$ cat config.mk
export PLATFORM = sky130hd
export DESIGN_NAME = time_of_day_sync_sequencer_top
export DESIGN_NICKNAME = d
export VERILOG_FILES = /design/src/hw/rtl/tods_pkg.sv /design/src/hw/rtl/tods_cfg_regs.sv /design/src/hw/rtl/tods_core.sv /design/src/hw/rtl/time_of_day_sync_sequencer_top.sv
export SDC_FILE = /design/constraint.sdc
export NUM_CORES = 1
export LEC_CHECK = 0
export BUFFER_PORTS_ARGS = -buffer_cell sky130_fd_sc_hd__buf_2
export CAP_MARGIN = 20
export CORE_MARGIN = 8
export CORE_UTILIZATION = 36
export CTS_CLUSTER_SIZE = 12
export DETAILED_ROUTE_END_ITERATION = 10
export HOLD_SLACK_MARGIN = 0.03
export SLEW_MARGIN = 10
export SYNTH_ARGS = -nofsm -noshare
export SYNTH_HDL_FRONTEND = slang
export SYNTH_SLANG_ARGS = --single-unit
export TNS_END_PERCENT = 50
$ cat constraint.sdc
create_clock -name i_clk -period 5.8 [get_ports i_clk]
set_input_delay 0.58 -clock i_clk [delete_from_list [all_inputs] [get_ports i_clk]]
set_output_delay 0.58 -clock i_clk [all_outputs]
set_load 0.05 [all_outputs]
$ cat src/hw/rtl/tods_pkg.sv
// tods_pkg: shared types and constants for the time-of-day sync sequencer.
// Used by tods_cfg_regs, tods_core and time_of_day_sync_sequencer_top.
// No dependencies.
`default_nettype none

package tods_pkg;

    // Sequencer states; code seven is never entered and acts as start
    typedef enum logic [2:0] {
        ST_START     = 3'd0,
        ST_DELAY     = 3'd1,
        ST_AWAIT_PPS = 3'd2,
        ST_AWAIT_TOD = 3'd3,
        ST_PAUSE     = 3'd4,
        ST_SYNCED    = 3'd5,
        ST_RESYNC    = 3'd6
    } t_seq_state;

    // Configuration register indexes
    localparam int unsigned CFG_IDX_W = 3;
    localparam logic [CFG_IDX_W-1:0] CFG_SOURCE_MODE   = 3'd0;
    localparam logic [CFG_IDX_W-1:0] CFG_STARTUP_PAUSE = 3'd1;
    localparam logic [CFG_IDX_W-1:0] CFG_FIRST_PPS_TMO = 3'd2;
    localparam logic [CFG_IDX_W-1:0] CFG_NEXT_PPS_TMO  = 3'd3;
    localparam logic [CFG_IDX_W-1:0] CFG_NET_REPLY     = 3'd4;
    localparam logic [CFG_IDX_W-1:0] CFG_SAT_REPLY     = 3'd5;
    localparam logic [CFG_IDX_W-1:0] CFG_RETRY_PAUSE   = 3'd6;

    // Source modes
    localparam logic SRC_NET = 1'b0;
    localparam logic SRC_SAT = 1'b1;

    // Input actions
    localparam logic ACT_POLL   = 1'b0;
    localparam logic ACT_RESYNC = 1'b1;

    // Register reset values
    localparam logic [31:0] RST_STARTUP_PAUSE = 32'd4000000;
    localparam logic [31:0] RST_FIRST_PPS_TMO = 32'd3100000;
    localparam logic [31:0] RST_NEXT_PPS_TMO  = 32'd1000000;
    localparam logic [31:0] RST_NET_REPLY     = 32'd100000;
    localparam logic [31:0] RST_SAT_REPLY     = 32'd1100000;
    localparam logic [31:0] RST_RETRY_PAUSE   = 32'd8000000;

    // NTP era offset (1900 to 1970) and late-marker threshold (quarter second)
    localparam logic [31:0] ERA_OFFSET = 32'd2208988800;
    localparam logic [31:0] LATE_LIMIT = 32'h4000_0000;

    typedef struct packed {
        logic        source_mode;
        logic [31:0] startup_pause_us;
        logic [31:0] first_pps_timeout_us;
        logic [31:0] next_pps_timeout_us;
        logic [31:0] net_reply_limit_us;
        logic [31:0] sat_reply_limit_us;
        logic [31:0] retry_pause_us;
    } t_cfg;

    typedef struct packed {
        logic        action;
        logic [31:0] time_us;
        logic        pps_valid;
        logic        pps_toggle;
        logic        tod_arrived;
        logic [31:0] tod_seconds;
        logic [31:0] tod_fraction;
    } t_in_item;

    typedef struct packed {
        logic [2:0]  state_now;
        logic        send_query;
        logic        flush_receiver;
        logic        seconds_write;
        logic [31:0] seconds_value;
        logic        warn_missing_pps;
        logic        pps_resumed;
        logic        warn_no_response;
        logic        warn_late_marker;
        logic        warn_lost_pps;
    } t_out_item;

endpackage

`default_nettype wire

$ cat src/hw/rtl/tods_cfg_regs.sv
// tods_cfg_regs: configuration register file of the sync sequencer.
// Depends on tods_pkg for register indexes, reset values and t_cfg.
`default_nettype none

module tods_cfg_regs
    import tods_pkg::*;
(
    input  wire logic                 i_clk,
    input  wire logic                 i_rst_n,
    input  wire logic                 i_wr_en,
    input  wire logic [CFG_IDX_W-1:0] i_wr_index,
    input  wire logic [31:0]          i_wr_data,
    output t_cfg                      o_cfg
);

    t_cfg r_cfg;

    // Register writes; indexes past the list are dropped
    always_ff @(posedge i_clk) begin
        if (!i_rst_n) begin
            r_cfg.source_mode          <= SRC_NET;
            r_cfg.startup_pause_us     <= RST_STARTUP_PAUSE;
            r_cfg.first_pps_timeout_us <= RST_FIRST_PPS_TMO;
            r_cfg.next_pps_timeout_us  <= RST_NEXT_PPS_TMO;
            r_cfg.net_reply_limit_us   <= RST_NET_REPLY;
            r_cfg.sat_reply_limit_us   <= RST_SAT_REPLY;
            r_cfg.retry_pause_us       <= RST_RETRY_PAUSE;
        end else if (i_wr_en) begin
            unique case (i_wr_index)
                CFG_SOURCE_MODE:   r_cfg.source_mode          <= i_wr_data[0];
                CFG_STARTUP_PAUSE: r_cfg.startup_pause_us     <= i_wr_data;
                CFG_FIRST_PPS_TMO: r_cfg.first_pps_timeout_us <= i_wr_data;
                CFG_NEXT_PPS_TMO:  r_cfg.next_pps_timeout_us  <= i_wr_data;
                CFG_NET_REPLY:     r_cfg.net_reply_limit_us   <= i_wr_data;
                CFG_SAT_REPLY:     r_cfg.sat_reply_limit_us   <= i_wr_data;
                CFG_RETRY_PAUSE:   r_cfg.retry_pause_us       <= i_wr_data;
                default: ;
            endcase
        end
    end

    assign o_cfg = r_cfg;

endmodule

`default_nettype wire

$ cat src/hw/rtl/tods_core.sv
// tods_core: sequencer state and the single-pass step logic for one item.
// Depends on tods_pkg; fed from the top level's input register.
`default_nettype none

module tods_core
    import tods_pkg::*;
(
    input  wire logic i_clk,
    input  wire logic i_rst_n,
    input  wire logic i_step,
    input  t_in_item  i_item,
    input  t_cfg      i_cfg,
    output t_out_item o_result
);

    t_seq_state  r_state,   n_state;
    logic [31:0] r_mark,    n_mark;
    logic        r_prev_tog, n_prev_tog;
    logic        r_seen,    n_seen;
    logic        r_later,   n_later;
    logic        r_missing, n_missing;

    logic        prev_eff;
    logic [31:0] elapsed;
    logic [31:0] pps_limit;
    logic [31:0] reply_limit;
    logic        pps_edge;
    logic        pps_tmo;
    logic        reply_tmo;
    logic        tod_ok;
    logic        delay_done;
    logic        pause_done;

    // Shared conditions; the first poll compares the toggle with itself
    assign prev_eff    = r_seen ? r_prev_tog : i_item.pps_toggle;
    assign elapsed     = i_item.time_us - r_mark;
    assign pps_limit   = r_later ? i_cfg.next_pps_timeout_us : i_cfg.first_pps_timeout_us;
    assign reply_limit = (i_cfg.source_mode == SRC_SAT) ? i_cfg.sat_reply_limit_us
                                                        : i_cfg.net_reply_limit_us;
    assign pps_edge    = i_item.pps_valid && (i_item.pps_toggle != prev_eff);
    assign pps_tmo     = elapsed > pps_limit;
    assign reply_tmo   = elapsed > reply_limit;
    assign tod_ok      = i_item.tod_arrived && (i_item.tod_seconds != 32'd0)
                         && ((i_cfg.source_mode == SRC_NET) || i_item.pps_valid);
    assign delay_done  = elapsed > i_cfg.startup_pause_us;
    assign pause_done  = elapsed > i_cfg.retry_pause_us;

    // Next state and sequencer variables
    always_comb begin
        n_state    = r_state;
        n_mark     = r_mark;
        n_prev_tog = r_prev_tog;
        n_seen     = r_seen;
        n_later    = r_later;
        n_missing  = r_missing;
        if (i_item.action == ACT_RESYNC) begin
            n_state = ST_RESYNC;
        end else begin
            n_prev_tog = i_item.pps_toggle;
            n_seen     = 1'b1;
            unique case (r_state)
                ST_DELAY: begin
                    if (delay_done) begin
                        n_mark  = i_item.time_us;
                        n_state = ST_AWAIT_PPS;
                    end
                end
                ST_RESYNC: begin
                    n_missing = 1'b0;
                    n_mark    = i_item.time_us;
                    n_state   = ST_AWAIT_PPS;
                end
                ST_AWAIT_PPS: begin
                    if (pps_edge) begin
                        n_later = 1'b1;
                        n_mark  = i_item.time_us;
                        if (r_missing) begin
                            n_missing = 1'b0;
                        end else begin
                            n_state = ST_AWAIT_TOD;
                        end
                    end else if (pps_tmo) begin
                        n_later   = 1'b1;
                        n_mark    = i_item.time_us;
                        n_missing = 1'b1;
                    end
                end
                ST_AWAIT_TOD: begin
                    if (tod_ok) begin
                        n_state = ST_SYNCED;
                    end else if (reply_tmo) begin
                        // pause is timed from the query, mark kept
                        n_state = ST_PAUSE;
                    end
                end
                ST_PAUSE: begin
                    if (pause_done) begin
                        n_mark  = i_item.time_us;
                        n_state = ST_AWAIT_PPS;
                    end
                end
                ST_SYNCED: begin
                    if (!i_item.pps_valid) begin
                        n_state = ST_RESYNC;
                    end
                end
                default: begin
                    // start, and the unused code
                    n_mark  = i_item.time_us;
                    n_state = ST_DELAY;
                end
            endcase
        end
    end

    // Result flags for this item
    always_comb begin
        o_result           = '0;
        o_result.state_now = n_state;
        if (i_item.action == ACT_POLL) begin
            unique case (r_state)
                ST_DELAY, ST_RESYNC, ST_PAUSE: ;
                ST_AWAIT_PPS: begin
                    if (pps_edge) begin
                        if (r_missing) begin
                            o_result.pps_resumed = 1'b1;
                        end else if (i_cfg.source_mode == SRC_SAT) begin
                            o_result.flush_receiver = 1'b1;
                        end else begin
                            o_result.send_query = 1'b1;
                        end
                    end else if (pps_tmo && !r_missing) begin
                        o_result.warn_missing_pps = 1'b1;
                    end
                end
                ST_AWAIT_TOD: begin
                    if (tod_ok) begin
                        o_result.seconds_write    = 1'b1;
                        o_result.seconds_value    = i_item.tod_seconds + ERA_OFFSET;
                        o_result.warn_late_marker = i_item.tod_fraction > LATE_LIMIT;
                    end else if (reply_tmo) begin
                        o_result.warn_no_response = 1'b1;
                    end
                end
                ST_SYNCED: begin
                    o_result.warn_lost_pps = !i_item.pps_valid;
                end
                default: begin
                    o_result.send_query = (i_cfg.source_mode == SRC_NET);
                end
            endcase
        end
    end

    // State registers advance once per item
    always_ff @(posedge i_clk) begin
        if (!i_rst_n) begin
            r_state    <= ST_START;
            r_mark     <= '0;
            r_prev_tog <= 1'b0;
            r_seen     <= 1'b0;
            r_later    <= 1'b0;
            r_missing  <= 1'b0;
        end else if (i_step) begin
            r_state    <= n_state;
            r_mark     <= n_mark;
            r_prev_tog <= n_prev_tog;
            r_seen     <= n_seen;
            r_later    <= n_later;
            r_missing  <= n_missing;
        end
    end

    // A resync request always lands in the resync state
    a_resync_entry: assert property (@(posedge i_clk) disable iff (!i_rst_n)
        i_step && (i_item.action == ACT_RESYNC) |=> r_state == ST_RESYNC)
        else $error("resync request did not enter resync state");

    // A seconds load is only issued on the way into synced
    a_load_synced: assert property (@(posedge i_clk) disable iff (!i_rst_n)
        i_step && o_result.seconds_write |=> r_state == ST_SYNCED)
        else $error("seconds load without entering synced");

    // Flush only in satellite mode, query and flush never together
    a_flush_mode: assert property (@(posedge i_clk) disable iff (!i_rst_n)
        i_step && o_result.flush_receiver |->
            (i_cfg.source_mode == SRC_SAT) && !o_result.send_query)
        else $error("flush issued outside satellite mode");

    // Any poll marks the toggle history as seeded
    a_seen_first: assert property (@(posedge i_clk) disable iff (!i_rst_n)
        i_step && (i_item.action == ACT_POLL) |=> r_seen)
        else $error("poll did not seed toggle history");

endmodule

`default_nettype wire

$ cat src/hw/rtl/time_of_day_sync_sequencer_top.sv
// time_of_day_sync_sequencer_top: input register, sequencer core, result register.
// Depends on tods_pkg, tods_cfg_regs and tods_core.
//
//  channel | direction | handshake                 | payload
//  --------+-----------+---------------------------+-------------------------------
//  in      | to block  | i_in_valid / o_in_stall   | i_action .. i_tod_fraction
//  out     | from block| o_out_valid / i_out_stall | o_state_now .. o_warn_lost_pps
//  cfg     | to block  | i_cfg_valid / o_cfg_ready | i_cfg_index, i_cfg_data
//
// One item per cycle sustained while the result side is not stalled; an item passes
// through the input register, then the core's step logic into the result register.
// Synchronous active-low reset clears the valids and sequencer state, resets config.
// A stalled result holds the result register; one more item waits in the input
// register, after which o_in_stall rises. Config writes are always ready.
`default_nettype none

module time_of_day_sync_sequencer_top
    import tods_pkg::*;
(
    input  wire logic                 i_clk,
    input  wire logic                 i_rst_n,
    // input items
    input  wire logic                 i_in_valid,
    output logic                      o_in_stall,
    input  wire logic                 i_action,
    input  wire logic [31:0]          i_time_us,
    input  wire logic                 i_pps_valid,
    input  wire logic                 i_pps_toggle,
    input  wire logic                 i_tod_arrived,
    input  wire logic [31:0]          i_tod_seconds,
    input  wire logic [31:0]          i_tod_fraction,
    // result items
    output logic                      o_out_valid,
    input  wire logic                 i_out_stall,
    output logic [2:0]                o_state_now,
    output logic                      o_send_query,
    output logic                      o_flush_receiver,
    output logic                      o_seconds_write,
    output logic [31:0]               o_seconds_value,
    output logic                      o_warn_missing_pps,
    output logic                      o_pps_resumed,
    output logic                      o_warn_no_response,
    output logic                      o_warn_late_marker,
    output logic                      o_warn_lost_pps,
    // configuration writes
    input  wire logic                 i_cfg_valid,
    output logic                      o_cfg_ready,
    input  wire logic [CFG_IDX_W-1:0] i_cfg_index,
    input  wire logic [31:0]          i_cfg_data
);

    logic      r_in_vld;
    t_in_item  r_in;
    logic      r_out_vld;
    t_out_item r_out;

    t_cfg      cfg;
    t_out_item result;
    logic      out_free;
    logic      step;
    logic      in_take;

    // Handshake: core steps when the result register can take the item
    assign out_free   = !r_out_vld || !i_out_stall;
    assign step       = r_in_vld && out_free;
    assign o_in_stall = r_in_vld && !out_free;
    assign in_take    = i_in_valid && !o_in_stall;
    assign o_cfg_ready = 1'b1;

    tods_cfg_regs u_cfg (
        .i_clk      (i_clk),
        .i_rst_n    (i_rst_n),
        .i_wr_en    (i_cfg_valid),
        .i_wr_index (i_cfg_index),
        .i_wr_data  (i_cfg_data),
        .o_cfg      (cfg)
    );

    tods_core u_core (
        .i_clk    (i_clk),
        .i_rst_n  (i_rst_n),
        .i_step   (step),
        .i_item   (r_in),
        .i_cfg    (cfg),
        .o_result (result)
    );

    // Input register
    always_ff @(posedge i_clk) begin
        if (!i_rst_n) begin
            r_in_vld <= 1'b0;
        end else if (in_take) begin
            r_in_vld <= 1'b1;
        end else if (step) begin
            r_in_vld <= 1'b0;
        end
    end

    always_ff @(posedge i_clk) begin
        if (in_take) begin
            r_in.action       <= i_action;
            r_in.time_us      <= i_time_us;
            r_in.pps_valid    <= i_pps_valid;
            r_in.pps_toggle   <= i_pps_toggle;
            r_in.tod_arrived  <= i_tod_arrived;
            r_in.tod_seconds  <= i_tod_seconds;
            r_in.tod_fraction <= i_tod_fraction;
        end
    end

    // Result register
    always_ff @(posedge i_clk) begin
        if (!i_rst_n) begin
            r_out_vld <= 1'b0;
        end else if (step) begin
            r_out_vld <= 1'b1;
        end else if (!i_out_stall) begin
            r_out_vld <= 1'b0;
        end
    end

    always_ff @(posedge i_clk) begin
        if (step) begin
            r_out <= result;
        end
    end

    assign o_out_valid        = r_out_vld;
    assign o_state_now        = r_out.state_now;
    assign o_send_query       = r_out.send_query;
    assign o_flush_receiver   = r_out.flush_receiver;
    assign o_seconds_write    = r_out.seconds_write;
    assign o_seconds_value    = r_out.seconds_value;
    assign o_warn_missing_pps = r_out.warn_missing_pps;
    assign o_pps_resumed      = r_out.pps_resumed;
    assign o_warn_no_response = r_out.warn_no_response;
    assign o_warn_late_marker = r_out.warn_late_marker;
    assign o_warn_lost_pps    = r_out.warn_lost_pps;

    // A step always leaves a result waiting
    a_step_fills_out: assert property (@(posedge i_clk) disable iff (!i_rst_n)
        step |=> r_out_vld)
        else $error("stepped item produced no result");

    // No step while the result register is held
    a_no_overwrite: assert property (@(posedge i_clk) disable iff (!i_rst_n)
        r_out_vld && i_out_stall |-> !step)
        else $error("result overwritten while stalled");

    // Input register drains when the output side is free and no new item is taken
    a_in_drains: assert property (@(posedge i_clk) disable iff (!i_rst_n)
        r_in_vld && out_free && !in_take |=> !r_in_vld)
        else $error("input register kept an item it had passed on");

endmodule

`default_nettype wire

==> reports/qor.yml <==
status: "completed"
combPwrFrac_pct: 17.2
fin_skew_ps: 19.8
cp_max_fo: 22
pin_count: 186
syn_nets: 2353
reg2reg_slack_ps: 340
vias_per_cell: 5.21
power.internal_mw: 4.88
total_power_mw: 6.71
synth.top_cells.by_area: "dfxtp_1, edfxtp_1, ha_1"
final_hold_viol_count: 0
rows: 85
worst_ir_drop_vdd_mv: 0.202
cp.required_ps: 6220
die_area_um2: 61600
ys_seq_area_share_pct: 46.2
ant_nets: 0
hold_class: "input pin to flop"
final_layout_size_suffix_gt1_share_pct: 14.3
maxCapViolations: 0
core_area_um2: 53600
synth_edf_count: 143
synth_cells: 2054
cts_root_buffer: "clkbuf_16"
hold_ws_ps: 197
cp_slowest_cell: "ha_1"
dp_hpwl_um: 40900
synth_top_area_cell: "dfxtp_1"
num_vias: 15421
grt_max_degree: 138
fill_cells: 5161
initial_core_util_pct: 36.2
insertion_delay_ps: 550
wl_um: 54800
rr_worst_depth: 22
syn_area_um2: 19400
critPathKind: "flop to flop"
synth_warnings: 0
drtIter0Drc: 1064
die_x_um: 248
grt_usage_pct: 17.2
maxSlewViolCount: 0
wire_per_inst_um: 18.5
portBuffers: 184
hold_depth: 1
yosys.area.top_type_share_pct: 24.1
syn_to_final_growth_pct: 16.5
p_sw_mw: 1.84
antenna_found_initial: 7
synth_cell_type_count: 74
dr.pass1.iters: 5
cts_tree: "built"
path_clk_slew_ps: 60
fmax_ghz: 0.183
ys_ff_latch: 377
cts.sinks: 377
cp_cell_sequence: "ha_1 -> and4_1 -> and2_1 -> nand4_1 -> a211o_1 -> a31o_2 -> a21oi_2 -> nor3_1 -> o21ai_1 -> xor2_2 -> ha_1 -> a21o_1 -> a21o_1 -> a21oi_1 -> o211ai_1 -> a2111oi_2 -> buf_4 -> or3_1 -> a21oi_1 -> o221a_4 -> buf_12 -> mux2i_1"
p_leak_nw: 8.51
grt-ovfl-total: 0
synth_area_per_cell_um2: 9.46
cts_hold_buf: 0
pwr_density_cell_nw_per_um2: 297
grt_pass1_wl_um: 83900
period_minus_slack_ps: 5460
grt_pass1_vias: 15030
min_to: "r_in[85]"
slew-limit-headroom_pct: 26.1
p_clk_share_pct: 39.4
synth-main-ff-cell: "dfxtp_1"
pwr-share-seq_pct: 43.4
drc_errors: 0
htreeDepth: 2
post-synth-top-count-cell: "nand2_1"
startpoint_type: "flop"
timing.final.crit_share_pct: 94.2
die_h_um: 248
r2r_end: "u_core.r_mark[19]"
cts_buffer_depth: 3
r2r_start: "r_in[77]"
report.final.setup_viol: 0
crit_path_end_kind: "flop"
worstPathArrival_ps: 5890
finalNetCount: 2531
cts_made_buffers: 43
swShare_pct: 27.4
tightestPinTransition_ps: 1110
ys_async_sr_fraction_pct: 0
slowest_delay_ps: 420
min-delay-start: "i_time_us[18]"
place_congestion: 0.900
yosys-top-cells-count: "nand2_1, dfxtp_1, ha_1, a21boi_0, edfxtp_1"
flip-flops by register name (all words and copies together), names as in the netlist, 3 cells and up:
name,count
u_core.r_mark,32
u_core.r_state,3
u_cfg.o_cfg,193
o_seconds_value,32
r_in,100
o_state_now,3
final cells by class:
| type | instances | area (µm²) | area share (%) |
|---|---|---|---|
| repair buffers | 221 | 1220 | 5.38 |
| clock buffers | 58 | 1160 | 5.14 |
| diodes | 3 | 7.51 | 0.0332 |
| multi-input cells | 1482 | 9800 | 43.3 |
| inverters | 107 | 402 | 1.77 |
| flip-flops and latches | 377 | 8980 | 39.7 |
| clock inverters | 18 | 189 | 0.835 |
| well taps | 696 | 871 | 3.85 |
power by group through the flow:
stage          Combinational (mW)  Clock [mW]  Sequential [mW]
2_1_floorplan               0.712           0             3.00
3_3_place_gp                 1.10           0             2.97
3_5_place_dp                 1.12           0             2.97
4_1_cts                      1.13        2.72             2.92
5_1_grt                      1.28        2.81             2.93
6_report                     1.15        2.65             2.91
timing repair:
item	in CTS	in global routing
pin swaps	0	10
setup buffers	0	3
gates resized for setup	1	20
endpoints found under the setup margin	32	39
cloned	0	0
layer usage:
layer / global-route usage, % / part of all wire, % / up-vias
met5: 0 / 0.088 / -
met4: 4.38 / 2.0 / 8
met3: 3.22 / 6.2 / 73
met2: 27.2 / 45 / 404
met1: 24.2 / 46 / 7375
li1: - / - / 7561
stage by stage:
step                cell area (µm²)  cells  setup TNS, ps  utilization (%)  setup WS (ps)
floorplan                     19400   2054              0                -            488
global placement              21100   2880              0             39.4           9.35
detailed placement            21100   2880          -2.83             39.4          -1.57
CTS                           22500   2956              0             42.0           50.0
global route                  22600   2960           -486             42.2          -50.5
finish                        22600   2962              0             42.2            336
logic make-up (layout without fill, tap and decap cells):
group | count (synthesis) | in the layout | synth area share (%)
fa+ha+maj | 159 | 159 | 10.3
flops | 377 | 377 | 46.2
compound gates | 393 | 393 | 14.5
simple gates | 787 | 787 | 17.8
xor+xnor | 42 | 42 | 1.89
other cells | 1 | 4 | 0.0193
buf+inv | 195 | 404 | 4.10
mux | 100 | 100 | 5.17
how the worst max path moves through the flow:
stage / from / endpoint / depth (start not counted)
2_1_floorplan: r_in[67] / u_core.r_mark[10] / 24
3_3_place_gp: r_in[67] / u_core.r_mark[0] / 25
3_5_place_dp: r_in[77] / u_core.r_mark[1] / 22
4_1_cts: r_in[77] / u_core.r_mark[14] / 22
5_1_grt: r_in[68] / u_core.r_mark[14] / 21
6_report: r_in[77] / u_core.r_mark[19] / 22
layout by cell type, fill, tap and decap left out, types with 10 or more instances in the layout:
cell	count
nand2_1	487
dfxtp_1	232
buf_2	183
ha_1	158
a21boi_0	150
edfxtp_1	143
inv_1	107
mux2i_1	97
nor2_1	66
nand3_1	53
a21oi_1	51
clkbuf_16	43
buf_4	36
a21o_1	35
nand4_1	35
o21ai_0	29
nor3_1	29
o211ai_1	22
xor2_1	20
nor2b_1	19
nor4_1	18
xnor2_1	18
o21a_1	17
nand2b_1	16
and2_1	13
clkbuf_1	12
o21bai_1	10
worst max-delay path, delay by kind of cell, from the launching register on:
kind            cells  cell delay [ps]
simple gates        5              820
buf+inv             2              360
flops               1              400
fa+ha+maj           2              730
mux                 1              130
xor+xnor            1              310
compound gates     11             2570
(Power assumes the default switching activity.)
